<file path="src/rtl/rlp_pkg.sv">
package rlp_pkg;

  localparam int ADDR_MAX   = 255;
  localparam int ADDR_LEN_W = $clog2(ADDR_MAX + 1);

  localparam int MAG_W = 32;
  localparam int ACC_W = MAG_W + 3;
  localparam logic [MAG_W-1:0] MAG_LIMIT = 32'h8000_0000;
  localparam logic [MAG_W-1:0] POS_MAX   = 32'h7FFF_FFFF;

  localparam logic [7:0] CH_NL    = 8'h0A;
  localparam logic [7:0] CH_TAB   = 8'h09;
  localparam logic [7:0] CH_CR    = 8'h0D;
  localparam logic [7:0] CH_SPACE = 8'h20;
  localparam logic [7:0] CH_PLUS  = 8'h2B;
  localparam logic [7:0] CH_DASH  = 8'h2D;
  localparam logic [7:0] CH_ZERO  = 8'h30;
  localparam logic [7:0] CH_NINE  = 8'h39;
  localparam logic [7:0] CH_R     = 8'h52;

  localparam logic KIND_ADDR    = 1'b0;
  localparam logic KIND_SUMMARY = 1'b1;

  localparam logic [2:0] KEYWORD_LEN = 3'd6;

  typedef enum logic [1:0] {
    REQ_GET = 2'd0,
    REQ_INF = 2'd1,
    REQ_BAD = 2'd2
  } req_type_t;

  typedef enum logic [3:0] {
    NP_LEAD   = 4'b0001,
    NP_SIGN   = 4'b0010,
    NP_DIGITS = 4'b0100,
    NP_STOP   = 4'b1000
  } num_phase_t;

  typedef enum logic [4:0] {
    RP_SEEK  = 5'b00001,
    RP_START = 5'b00010,
    RP_DASH  = 5'b00100,
    RP_END   = 5'b01000,
    RP_DONE  = 5'b10000
  } range_phase_t;

  typedef struct packed {
    logic [7:0] byte_value;
    logic       final_byte;
  } rlp_in_t;

  typedef struct packed {
    logic               kind;
    logic [7:0]         addr_byte;
    req_type_t          req_type;
    logic               addr_truncated;
    logic               range_found;
    logic [30:0]        range_start;
    logic signed [31:0] range_end;
    logic               end_open;
    logic               number_saturated;
  } rlp_out_t;

  typedef struct packed {
    logic [MAG_W-1:0] value;
    logic             sat;
  } num_val_t;

  typedef struct packed {
    logic      emit;
    req_type_t req_type;
    logic      truncated;
  } addr_res_t;

  typedef struct packed {
    logic               found;
    logic [30:0]        start_val;
    logic signed [31:0] end_val;
    logic               end_open;
    logic               saturated;
  } range_sum_t;

  function automatic logic [7:0] get_char(input logic [1:0] idx);
    logic [7:0] ch;
    unique case (idx)
      2'd0:    ch = 8'h47;
      2'd1:    ch = 8'h45;
      default: ch = 8'h54;
    endcase
    return ch;
  endfunction

  function automatic logic [7:0] inf_char(input logic [1:0] idx);
    logic [7:0] ch;
    unique case (idx)
      2'd0:    ch = 8'h49;
      2'd1:    ch = 8'h4E;
      default: ch = 8'h46;
    endcase
    return ch;
  endfunction

  // "Range " keyword, position wraps to the first letter past the end
  function automatic logic [7:0] range_char(input logic [2:0] idx);
    logic [7:0] ch;
    unique case (idx)
      3'd1:    ch = 8'h61;
      3'd2:    ch = 8'h6E;
      3'd3:    ch = 8'h67;
      3'd4:    ch = 8'h65;
      3'd5:    ch = CH_SPACE;
      default: ch = CH_R;
    endcase
    return ch;
  endfunction

endpackage

</file>
<file path="src/rtl/request_line_parser_unit.sv">
// request line parser
// input channel in_valid / in_ready / in_data carries one request byte per
// transaction, with final_byte set on the last byte of a request.
// output channel out_valid / out_ready / out_data carries results: an address
// byte item (kind 0) for each of the first 255 address characters of a GET or
// INF request, and one summary item (kind 1) on the final byte with class,
// truncation flag and the parsed Range start and end values.
// a result is registered and shows on out_valid in the cycle after its byte is taken.
// throughput: one byte per cycle while the output is not stalled; each byte
// runs through the class/address tracker and the Range scanner with its two
// decimal accumulators combinationally and lands in the output register.
// a byte produces at most one result; bytes that produce none are absorbed.
// when out_ready is low with a result held, in_ready drops until the result
// is taken, so nothing is lost or repeated.
// reset clears all parse state and out_valid; after a final byte the block
// returns to the same cleared state for the next request.
module request_line_parser_unit import rlp_pkg::*; (
  input  logic     clk,
  input  logic     rst,
  input  logic     in_valid,
  output logic     in_ready,
  input  rlp_in_t  in_data,
  output logic     out_valid,
  input  logic     out_ready,
  output rlp_out_t out_data
);

  logic       take;
  logic       res_valid;
  rlp_out_t   res;
  addr_res_t  addr_res;
  range_sum_t range_res;

  assign in_ready = !out_valid || out_ready;
  assign take     = in_valid && in_ready;

  rlp_addr_tracker u_addr (
    .clk     (clk),
    .rst     (rst),
    .take    (take),
    .in_item (in_data),
    .res     (addr_res)
  );

  rlp_range_scanner u_range (
    .clk     (clk),
    .rst     (rst),
    .take    (take),
    .in_item (in_data),
    .sum     (range_res)
  );

  always_comb begin
    res          = '0;
    res.req_type = addr_res.req_type;
    res_valid    = in_data.final_byte || addr_res.emit;
    if (in_data.final_byte) begin
      res.kind             = KIND_SUMMARY;
      res.addr_truncated   = addr_res.truncated;
      res.range_found      = range_res.found;
      res.range_start      = range_res.start_val;
      res.range_end        = range_res.end_val;
      res.end_open         = range_res.end_open;
      res.number_saturated = range_res.saturated;
    end else begin
      res.kind      = KIND_ADDR;
      res.addr_byte = in_data.byte_value;
    end
  end

  always_ff @(posedge clk) begin
    if (rst) begin
      out_valid <= 1'b0;
    end else if (take) begin
      out_valid <= res_valid;
    end else if (out_ready) begin
      out_valid <= 1'b0;
    end
  end

  always_ff @(posedge clk) begin
    if (take) begin
      out_data <= res;
    end
  end

endmodule

</file>
<file path="src/rtl/rlp_num_acc.sv">
module rlp_num_acc import rlp_pkg::*; (
  input  logic       clk,
  input  logic       rst,
  input  logic       feed,
  input  logic       clear,
  input  logic [7:0] ch,
  output num_val_t   val
);

  num_phase_t       phase, phase_next;
  logic [MAG_W-1:0] mag, mag_next;
  logic             neg, neg_next;
  logic             over, over_next;

  logic             dig, space;
  logic [ACC_W-1:0] acc;

  always_comb begin
    dig   = (ch >= CH_ZERO) && (ch <= CH_NINE);
    space = (ch == CH_SPACE) || ((ch >= CH_TAB) && (ch <= CH_CR));
    // mag * 10 + digit
    acc = ({{(ACC_W-MAG_W){1'b0}}, mag} << 3) + ({{(ACC_W-MAG_W){1'b0}}, mag} << 1)
        + ACC_W'(ch[3:0]);

    phase_next = phase;
    mag_next   = mag;
    neg_next   = neg;
    over_next  = over;

    if (feed) begin
      unique case (phase)
        NP_LEAD: begin
          if (!dig) begin
            if (!space) begin
              if ((ch == CH_PLUS) || (ch == CH_DASH)) begin
                neg_next   = (ch == CH_DASH);
                phase_next = NP_SIGN;
              end else begin
                phase_next = NP_STOP;
              end
            end
          end else begin
            phase_next = NP_DIGITS;
            if (acc > ACC_W'(MAG_LIMIT)) begin
              mag_next  = MAG_LIMIT;
              over_next = 1'b1;
            end else begin
              mag_next = acc[MAG_W-1:0];
            end
          end
        end
        NP_SIGN, NP_DIGITS: begin
          if (!dig) begin
            phase_next = NP_STOP;
          end else begin
            phase_next = NP_DIGITS;
            if (acc > ACC_W'(MAG_LIMIT)) begin
              mag_next  = MAG_LIMIT;
              over_next = 1'b1;
            end else begin
              mag_next = acc[MAG_W-1:0];
            end
          end
        end
        NP_STOP: begin
        end
        default: begin
          phase_next = NP_STOP;
        end
      endcase
    end

    // clamp to the signed 32-bit range
    if (neg_next) begin
      val.value = over_next ? MAG_LIMIT : (MAG_W'(0) - mag_next);
      val.sat   = over_next;
    end else begin
      val.value = mag_next[MAG_W-1] ? POS_MAX : mag_next;
      val.sat   = mag_next[MAG_W-1];
    end
  end

  always_ff @(posedge clk) begin
    if (rst || clear) begin
      phase <= NP_LEAD;
      mag   <= '0;
      neg   <= 1'b0;
      over  <= 1'b0;
    end else begin
      phase <= phase_next;
      mag   <= mag_next;
      neg   <= neg_next;
      over  <= over_next;
    end
  end

endmodule

</file>
<file path="src/rtl/rlp_addr_tracker.sv">
module rlp_addr_tracker import rlp_pkg::*; (
  input  logic      clk,
  input  logic      rst,
  input  logic      take,
  input  rlp_in_t   in_item,
  output addr_res_t res
);

  logic [2:0]            cp;
  logic                  get_m, inf_m;
  logic                  done;
  logic [ADDR_LEN_W-1:0] len;
  logic                  ovf;

  logic                  in_word, get_upd, inf_upd;
  logic                  addr_slot, room, is_nl, fin;
  logic [7:0]            c;
  req_type_t             typ;

  always_comb begin
    c       = in_item.byte_value;
    fin     = in_item.final_byte;
    is_nl   = (c == CH_NL);
    in_word = (cp < 3'd3);
    get_upd = get_m && (!in_word || (c == get_char(cp[1:0])));
    inf_upd = inf_m && (!in_word || (c == inf_char(cp[1:0])));

    // class is known once three bytes are in
    if ((cp >= 3'd2) && ((cp >= 3'd3) || fin)) begin
      typ = get_upd ? REQ_GET : (inf_upd ? REQ_INF : REQ_BAD);
    end else begin
      typ = REQ_BAD;
    end

    addr_slot = (cp >= 3'd4) && !done && (typ != REQ_BAD);
    room      = (len < ADDR_LEN_W'(ADDR_MAX));

    res.emit      = addr_slot && !is_nl && !fin && room;
    res.req_type  = typ;
    // the final byte never adds to the overflow
    res.truncated = ovf;
  end

  always_ff @(posedge clk) begin
    if (rst || (take && fin)) begin
      cp    <= '0;
      get_m <= 1'b1;
      inf_m <= 1'b1;
      done  <= 1'b0;
      len   <= '0;
      ovf   <= 1'b0;
    end else if (take) begin
      if (cp < 3'd5) begin
        cp <= cp + 3'd1;
      end
      get_m <= get_upd;
      inf_m <= inf_upd;
      if (addr_slot) begin
        if (is_nl) begin
          done <= 1'b1;
        end else if (room) begin
          len <= len + ADDR_LEN_W'(1);
        end else begin
          ovf <= 1'b1;
        end
      end
    end
  end

endmodule

</file>
<file path="src/rtl/rlp_range_scanner.sv">
module rlp_range_scanner import rlp_pkg::*; (
  input  logic       clk,
  input  logic       rst,
  input  logic       take,
  input  rlp_in_t    in_item,
  output range_sum_t sum
);

  range_phase_t phase, phase_next;
  logic [2:0]   kp, kp_next;
  logic         eopen, eopen_next;
  logic         feed_s, feed_e, found, fin;
  logic [7:0]   c;
  num_val_t     start_val, end_val;

  always_comb begin
    c          = in_item.byte_value;
    fin        = in_item.final_byte;
    phase_next = phase;
    kp_next    = kp;
    eopen_next = eopen;
    feed_s     = 1'b0;
    feed_e     = 1'b0;

    unique case (phase)
      RP_SEEK: begin
        if (c == range_char(kp)) begin
          kp_next = kp + 3'd1;
        end else begin
          kp_next = (c == CH_R) ? 3'd1 : 3'd0;
        end
        if (kp_next >= KEYWORD_LEN) begin
          phase_next = RP_START;
        end
      end
      RP_DASH: begin
        // byte right after a dash, unless a newline, goes to the end text as is
        if (c == CH_NL) begin
          eopen_next = 1'b1;
          phase_next = RP_DONE;
        end else begin
          feed_e     = 1'b1;
          phase_next = RP_END;
        end
      end
      RP_START, RP_END: begin
        if (c == CH_NL) begin
          phase_next = RP_DONE;
        end else if (c == CH_DASH) begin
          phase_next = RP_DASH;
        end else begin
          feed_s = (phase == RP_START);
          feed_e = (phase == RP_END);
        end
      end
      RP_DONE: begin
      end
      default: begin
        phase_next = RP_DONE;
      end
    endcase

    found         = (phase_next != RP_SEEK);
    sum.found     = found;
    sum.end_open  = eopen_next;
    sum.start_val = found ? start_val.value[30:0] : 31'd0;
    if (!found) begin
      sum.end_val = '0;
    end else if (eopen_next) begin
      sum.end_val = -32'sd1;
    end else begin
      sum.end_val = end_val.value;
    end
    sum.saturated = found && (start_val.sat || (!eopen_next && end_val.sat));
  end

  rlp_num_acc u_start (
    .clk   (clk),
    .rst   (rst),
    .feed  (take && feed_s),
    .clear (take && fin),
    .ch    (c),
    .val   (start_val)
  );

  rlp_num_acc u_end (
    .clk   (clk),
    .rst   (rst),
    .feed  (take && feed_e),
    .clear (take && fin),
    .ch    (c),
    .val   (end_val)
  );

  always_ff @(posedge clk) begin
    if (rst || (take && fin)) begin
      phase <= RP_SEEK;
      kp    <= '0;
      eopen <= 1'b0;
    end else if (take) begin
      phase <= phase_next;
      kp    <= kp_next;
      eopen <= eopen_next;
    end
  end

endmodule

</file>
<file path="config.mk">
export PLATFORM = sky130hd
export DESIGN_NAME = request_line_parser_unit
export DESIGN_NICKNAME = d
export VERILOG_FILES = /design/src/rtl/rlp_pkg.sv /design/src/rtl/request_line_parser_unit.sv /design/src/rtl/rlp_num_acc.sv /design/src/rtl/rlp_addr_tracker.sv /design/src/rtl/rlp_range_scanner.sv
export SDC_FILE = /design/constraint.sdc
export NUM_CORES = 1
export LEC_CHECK = 0
export BUFFER_PORTS_ARGS = -buffer_cell sky130_fd_sc_hd__buf_2
export CAP_MARGIN = 10
export CORE_MARGIN = 2
export CORE_UTILIZATION = 60
export CTS_CLUSTER_SIZE = 10
export DETAILED_ROUTE_END_ITERATION = 7
export GPL_TIMING_DRIVEN = 0
export PLACE_DENSITY_LB_ADDON = 0.08
export SLEW_MARGIN = 20
export SYNTH_ARGS = -nofsm -noshare
export SYNTH_HDL_FRONTEND = slang
export SYNTH_HIERARCHICAL = 1
export SYNTH_SLANG_ARGS = --single-unit
</file>
<file path="constraint.sdc">
create_clock -name clk -period 9.25 [get_ports clk]
set_clock_uncertainty 0.15 [all_clocks]
set_input_delay 0.925 -clock clk [delete_from_list [all_inputs] [get_ports clk]]
set_output_delay 0.925 -clock clk [all_outputs]
set_load 0.1 [all_outputs]
</file>
==> impl_results.md, run 1 <==
* N_diodes at 0
* H-tree depth at 4
* Net Sw Frac at 31.2%
* Post-place instance area at 17400 µm²
* CP arrival at 8.44 ns
* Final Cell Area at 17900 µm²
* Clock Path Buffers at 2
* Port-buffer cells at 92
* Post-Route WL at 51000 µm
* Setup TNS at 0 ns
* Drt drc at 0
* Final-report setup violation count at 0
* Routed via count at 16600
* Post-Syn Area at 16500 µm²
* Wire length per cell at 20.3 µm
* Tcrit/Tclk final at 89.6%
* Routed length on met3 at 3990 µm
* Layout cells sized above 1 at 10.9%
* Final Hold Vio Count at 0
* Initial core utilization at 61.1%
* DRT iter0 DRCs at 1694
* Post-Syn Area per Cell at 8.05 µm²
* Hold WC Path Type: register to register
* Filler cells at 2319
* Root Driver: clkbuf_16
* Largest net degree at the start of global routing at 52
* Vias/cell at 6.60
* Highest metal used: met4
* CTS Hold Buffers Added at 0
* Grt total ovfl at 0
* Syn_nets at 2202
* DRT antenna net count at 0
* Slew @ Worst Pin at 0.953 ns
* WL met1 at 21400 µm
* Clk pwr share at 39.8%
* 1st-pass router iterations at 7
* Switch Pwr at 0.566 mW
* Fmax at 121 MHz
* Max-Cap Viols at 0
* Final Util at 66.6%
* I/O pin count at 93
* Int Power at 1.25 mW
* DP HPWL at 38900 µm
* Total Power at 1.82 mW
* First-pass GRT wire length at 81100 µm
* Clock sink count at 179
* Worst hold stages at 2
* CTS tree: built
* Final-report max-slew violation count at 0
* Combinational power share at 13.4%
* PwrDens at 101 nW/µm²
* Metal2 WL at 23700 µm
* Resized Gates After CTS at 0
* RSZ-0062 raised after global routing: no
* CP Launch Type: primary input
* Kind of critical path: primary input to register
* Flop pwr share at 46.8%
* Row Count at 60
* Worst setup EP type: register
* Worst-Skew Late Latency at 0.44 ns
* Min Tclk post-route at 8.29 ns
* GR Util All Layers at 35.2%
* Clk slew on worst S/H paths at 0.08 ns
* Vias in the first global route at 15700
* Synth Warn # at 6
* Setup fix buffers added after clock tree synthesis at 0
* Peak supply drop at 0.0930 mV
* Core Area at 27000 µm²
* Die Area at 28800 µm²
* Outcome: completed
* Nets@finish at 2314
* Initial antenna violation count at 1
* Die height at 170 µm
* Relative slew slack at 35.7%
* Max FO, Critical Path at 20
* Area grow syn2layout at 9.02%
* Die extent in x at 170 µm
* Global placer's final weighted congestion at 0.954
* Pleak at 7.79 nW
* R2R cell count at 24
* Synthesized instance count at 2045
* Num CTS Buffers at 17
* Worst EP required at 9.40 ns
critical path, cell delays in order:
cell	delay, ns
buf_2	0.38
inv_1	0.17
fa_1	0.62
fa_1	0.27
nor2b_4	0.06
o31a_4	0.31
o311ai_0	0.71
nand4_1	0.29
xnor2_1	0.52
or4b_1	0.57
or4_4	0.46
o31ai_4	0.51
and2_1	0.20
buf_4	0.15
buf_4	0.20
a22oi_1	0.13
ha_1	0.28
o21ai_0	0.08
a31oi_1	0.14
o211ai_1	0.38
nor4_1	0.14
xnor2_1	0.16
a221oi_1	0.44
nor2b_1	0.18
and2_1	0.13
power groups by stage:
stage	clock network, mW	registers, mW	logic [mW]
6_report	0.723	0.850	0.243
3_3_place_gp	0	0.869	0.235
2_1_floorplan	0	0.984	0.0697
3_5_place_dp	0	0.868	0.240
5_1_grt	0.752	0.852	0.254
4_1_cts	0.730	0.850	0.241
sequential cells by signal, indices dropped and copies added, names as in the netlist:
register and count:
u_addr/get_m 1, u_addr/ovf 1, u_range/u_start/neg 1, u_addr/done 1
u_range/eopen 1, out_data 78, u_range/kp 3, u_range/u_start/over 1
u_range/u_end/over 1, u_addr/len 8, u_range/u_end/phase 4, out_valid 1
u_range/u_end/mag 32, u_addr/inf_m 1, u_range/phase 5, u_addr/cp 3
u_range/u_start/mag 32, u_range/u_end/neg 1, u_range/u_start/phase 4
path summary, 6_finish.rpt:
kind / startpoint / endpoint / slack (ns)
setup / recovery: in_data[4] / out_data[64] / 0.96
hold / removal: u_addr/len[1] / u_addr/len[1] / 0.33
hold reg to reg: u_addr/len[1] / u_addr/len[1] / 0.33
setup reg to reg: u_range/u_start/mag[0] / out_data[64] / 1.55
cell type report:
class,instances,area (µm²),share of cell area [%]
buffer,111,571,3.18
clock buffer,20,448,2.50
clock inverter,12,113,0.628
inverter,60,225,1.26
multi-input combinational,1695,11300,63.0
sequential,179,4360,24.3
tap,341,427,2.38
timing repair buffer,93,488,2.72
placed cells by master, fill, tap and decap left out, types with 21 or more instances in the layout:
master,n
xnor2_1,58
dfxtp_1,101
nand4_1,31
and3_1,22
a221oi_1,21
nand3_1,35
buf_2,124
nand2_1,150
ha_1,140
clkbuf_1,59
xor2_1,24
a21oi_1,141
and2_1,80
a22oi_1,48
o21ai_0,121
nor2_1,264
edfxtp_1,78
a211oi_1,22
nor3_1,48
mux2i_1,22
a21o_1,43
nor2b_1,56
inv_1,60
metrics by stage:
stage	cells	setup slack (ns)	hold WS [ns]
after floorplan	2045	0.879	0.292
after global routing	2511	0.833	0.380
after global placement	2478	-0.947	0.311
after detailed placement	2479	0.776	0.318
final	2511	0.962	0.327
after CTS	2511	1.20	0.329
metal layers:
layer	vias up	global-route usage (%)
li1	7805	-
met1	7829	46.0
met2	782	58.3
met3	145	5.46
met4	0	14.6
met5	-	0
(Power assumes the default switching activity.)
==> run 2: changes to the inputs <==
ABC_AREA = 1   (was default)
==> impl_results.md, run 2 <==
* GR Util All Layers at 33.5% (-1.7 points)
* Die height at 180 µm (+6.1%)
* DRT antenna net count at 0 (unchanged)
* Outcome: completed
* H-tree depth at 4 (unchanged)
* Setup TNS at 0 ns (unchanged)
* Min Tclk post-route at 5.75 ns (-2.54 ns)
* Kind of critical path: primary input to register
* Tcrit/Tclk final at 62.1% (-27 points)
* Nets@finish at 3258 (+41%)
* N_diodes at 0 (unchanged)
* CP max-delay cell: fa_1
* Die Area at 32400 µm² (+13%)
* PwrDens at 93.6 nW/µm² (-7.5%)
* Synthesized instance count at 2987 (+46%)
* I/O pin count at 93 (unchanged)
* Initial antenna violation count at 0 (-1)
* Global placer's final weighted congestion at 0.973 (+1.9%)
* Row Count at 64 (+6.7%)
* Worst-Skew Late Latency at 0.44 ns (about the same)
* DP HPWL at 44600 µm (+15%)
* Clk slew on worst S/H paths at 0.07 ns (about the same)
* Syn_nets at 3144 (+43%)
* Routed via count at 19100 (+15%)
* Worst Setup SP: in_data[4]
* Initial core utilization at 60.9% (-0.16 points)
* Clock sink count at 179 (unchanged)
* Hold WC Path Type: register to register
* Worst EP required at 9.30 ns (-0.10 ns)
* Reg2reg start: u_range/u_end/mag[2]
* Drt drc at 0 (unchanged)
* Pleak at 11.1 nW (+42%)
* Setup fix buffers added after clock tree synthesis at 0 (unchanged)
* Wire length per cell at 15.5 µm (-24%)
* Final-report max-slew violation count at 0 (unchanged)
* RSZ-0062 raised after global routing: no
* Root Driver: clkbuf_16
* Min-delay src: u_addr/done
* Peak supply drop at 0.120 mV (+29%)
* Commonest non-fill, non-tap cell in the layout: nand2_1
* Total Power at 1.89 mW (+4.2%)
* Area grow syn2layout at 8.77%
* DRT iter0 DRCs at 1366 (-19%)
* Final Hold Vio Count at 0 (unchanged)
* Max reg flops at 78 (unchanged)
* First-pass GRT wire length at 89200 µm (+9.9%)
* CP Launch Type: primary input
* Max FO, Critical Path at 14 (-30%)
* CTS tree: built
* Fmax at 174 MHz (+44%)
* Core Area at 30500 µm² (+13%)
* Largest net degree at the start of global routing at 26 (-50%)
* CTS Hold Buffers Added at 0 (unchanged)
* Post-Syn Area per Cell at 6.22 µm² (-23%)
* Clock Path Buffers at 2 (unchanged)
* Relative slew slack at 45.4% (+9.8 points)
* Post-Route WL at 54400 µm (+6.6%)
* Slew @ Worst Pin at 0.816 ns (-0.137 ns)
* Largest regs: out_data x78, u_range/u_end/mag x32, u_range/u_start/mag x32
* Commonest non-fill, non-tap cells in the layout: 893 x nand2_1, 494 x inv_1, 365 x nor2_1
* Vias in the first global route at 18400 (+18%)
* Layout cells sized above 1 at 13.1% (+2.2 points)
* Vias/cell at 5.43 (-18%)
* CP dominant cell by count: nand2_1
* Grt total ovfl at 0 (unchanged)
* Port-buffer cells at 92 (unchanged)
* Max-Cap Viols at 0 (unchanged)
* 1st-pass router iterations at 6 (-1)
* Die extent in x at 180 µm (+6.1%)
* Crit path largest cell delay at 0.55 ns (-0.16 ns)
* Hold slack at 0.317 ns (-0.00939 ns)
* Post-Syn Area at 18600 µm² (+13%)
* Resized Gates After CTS at 0 (unchanged)
* Worst setup EP type: register
* Top reg by flops: out_data
* CP arrival at 5.80 ns (-2.64 ns)
* Num CTS Buffers at 17 (unchanged)
* Final-report setup violation count at 0 (unchanged)
* Synth Warn # at 6 (unchanged)
-- run 2: report_power, final --
group | internal, mW | switching, mW
clock | 0.397 | 0.334
sequential | 0.843 | 0.00875
combinational | 0.0611 | 0.247
-- run 2: final timing paths --
kind,end,slack [ns],cells after the start
min,u_addr/done,0.32,2
min reg2reg,u_addr/done,0.32,2
max,out_data[12],3.50,35
max reg2reg,out_data[12],4.05,34
-- run 2: area by class of cell --
cell class / instances / area, µm²
well taps: 396 / 495
clock buffers: 19 / 443
flip-flops and latches: 179 / 4360
repair buffers: 95 / 543
inverters: 531 / 2000
fillers: 2884 / 10300
clock inverters: 13 / 136
multi-input cells: 2212 / 11800
plain buffers: 65 / 460
-- run 2: routing by layer --
metal / track usage [%] / up-vias / wire [µm]
met2: 62.5 / 570 / 27700
met1: 38.4 / 8735 / 21900
met5: 0 / - / 0
met3: 3.48 / 165 / 2340
met4: 15.0 / 0 / 2450
li1: - / 9597 / -
-- run 2: per-stage QoR --
step / util [%] / setup WS [ns] / cell area [µm²] / cells
after detailed placement: 64.3 / 3.07 / 19600 / 3478
after CTS: 66.2 / 3.52 / 20200 / 3510
final: 66.2 / 3.50 / 20200 / 3510
after floorplan: - / 1.22 / 18600 / 2987
after global routing: 66.2 / 3.09 / 20200 / 3510
after global placement: 64.0 / -1.10 / 19500 / 3475
-- run 2: worst max-delay path: cells and delay by family --
family / cells / cell delay [ns]
buffers and inverters: 6 / 0.93
AOI/OAI and AO/OA: 2 / 0.22
and+or+nand+nor: 24 / 2.48
adders and majority gates: 3 / 1.22
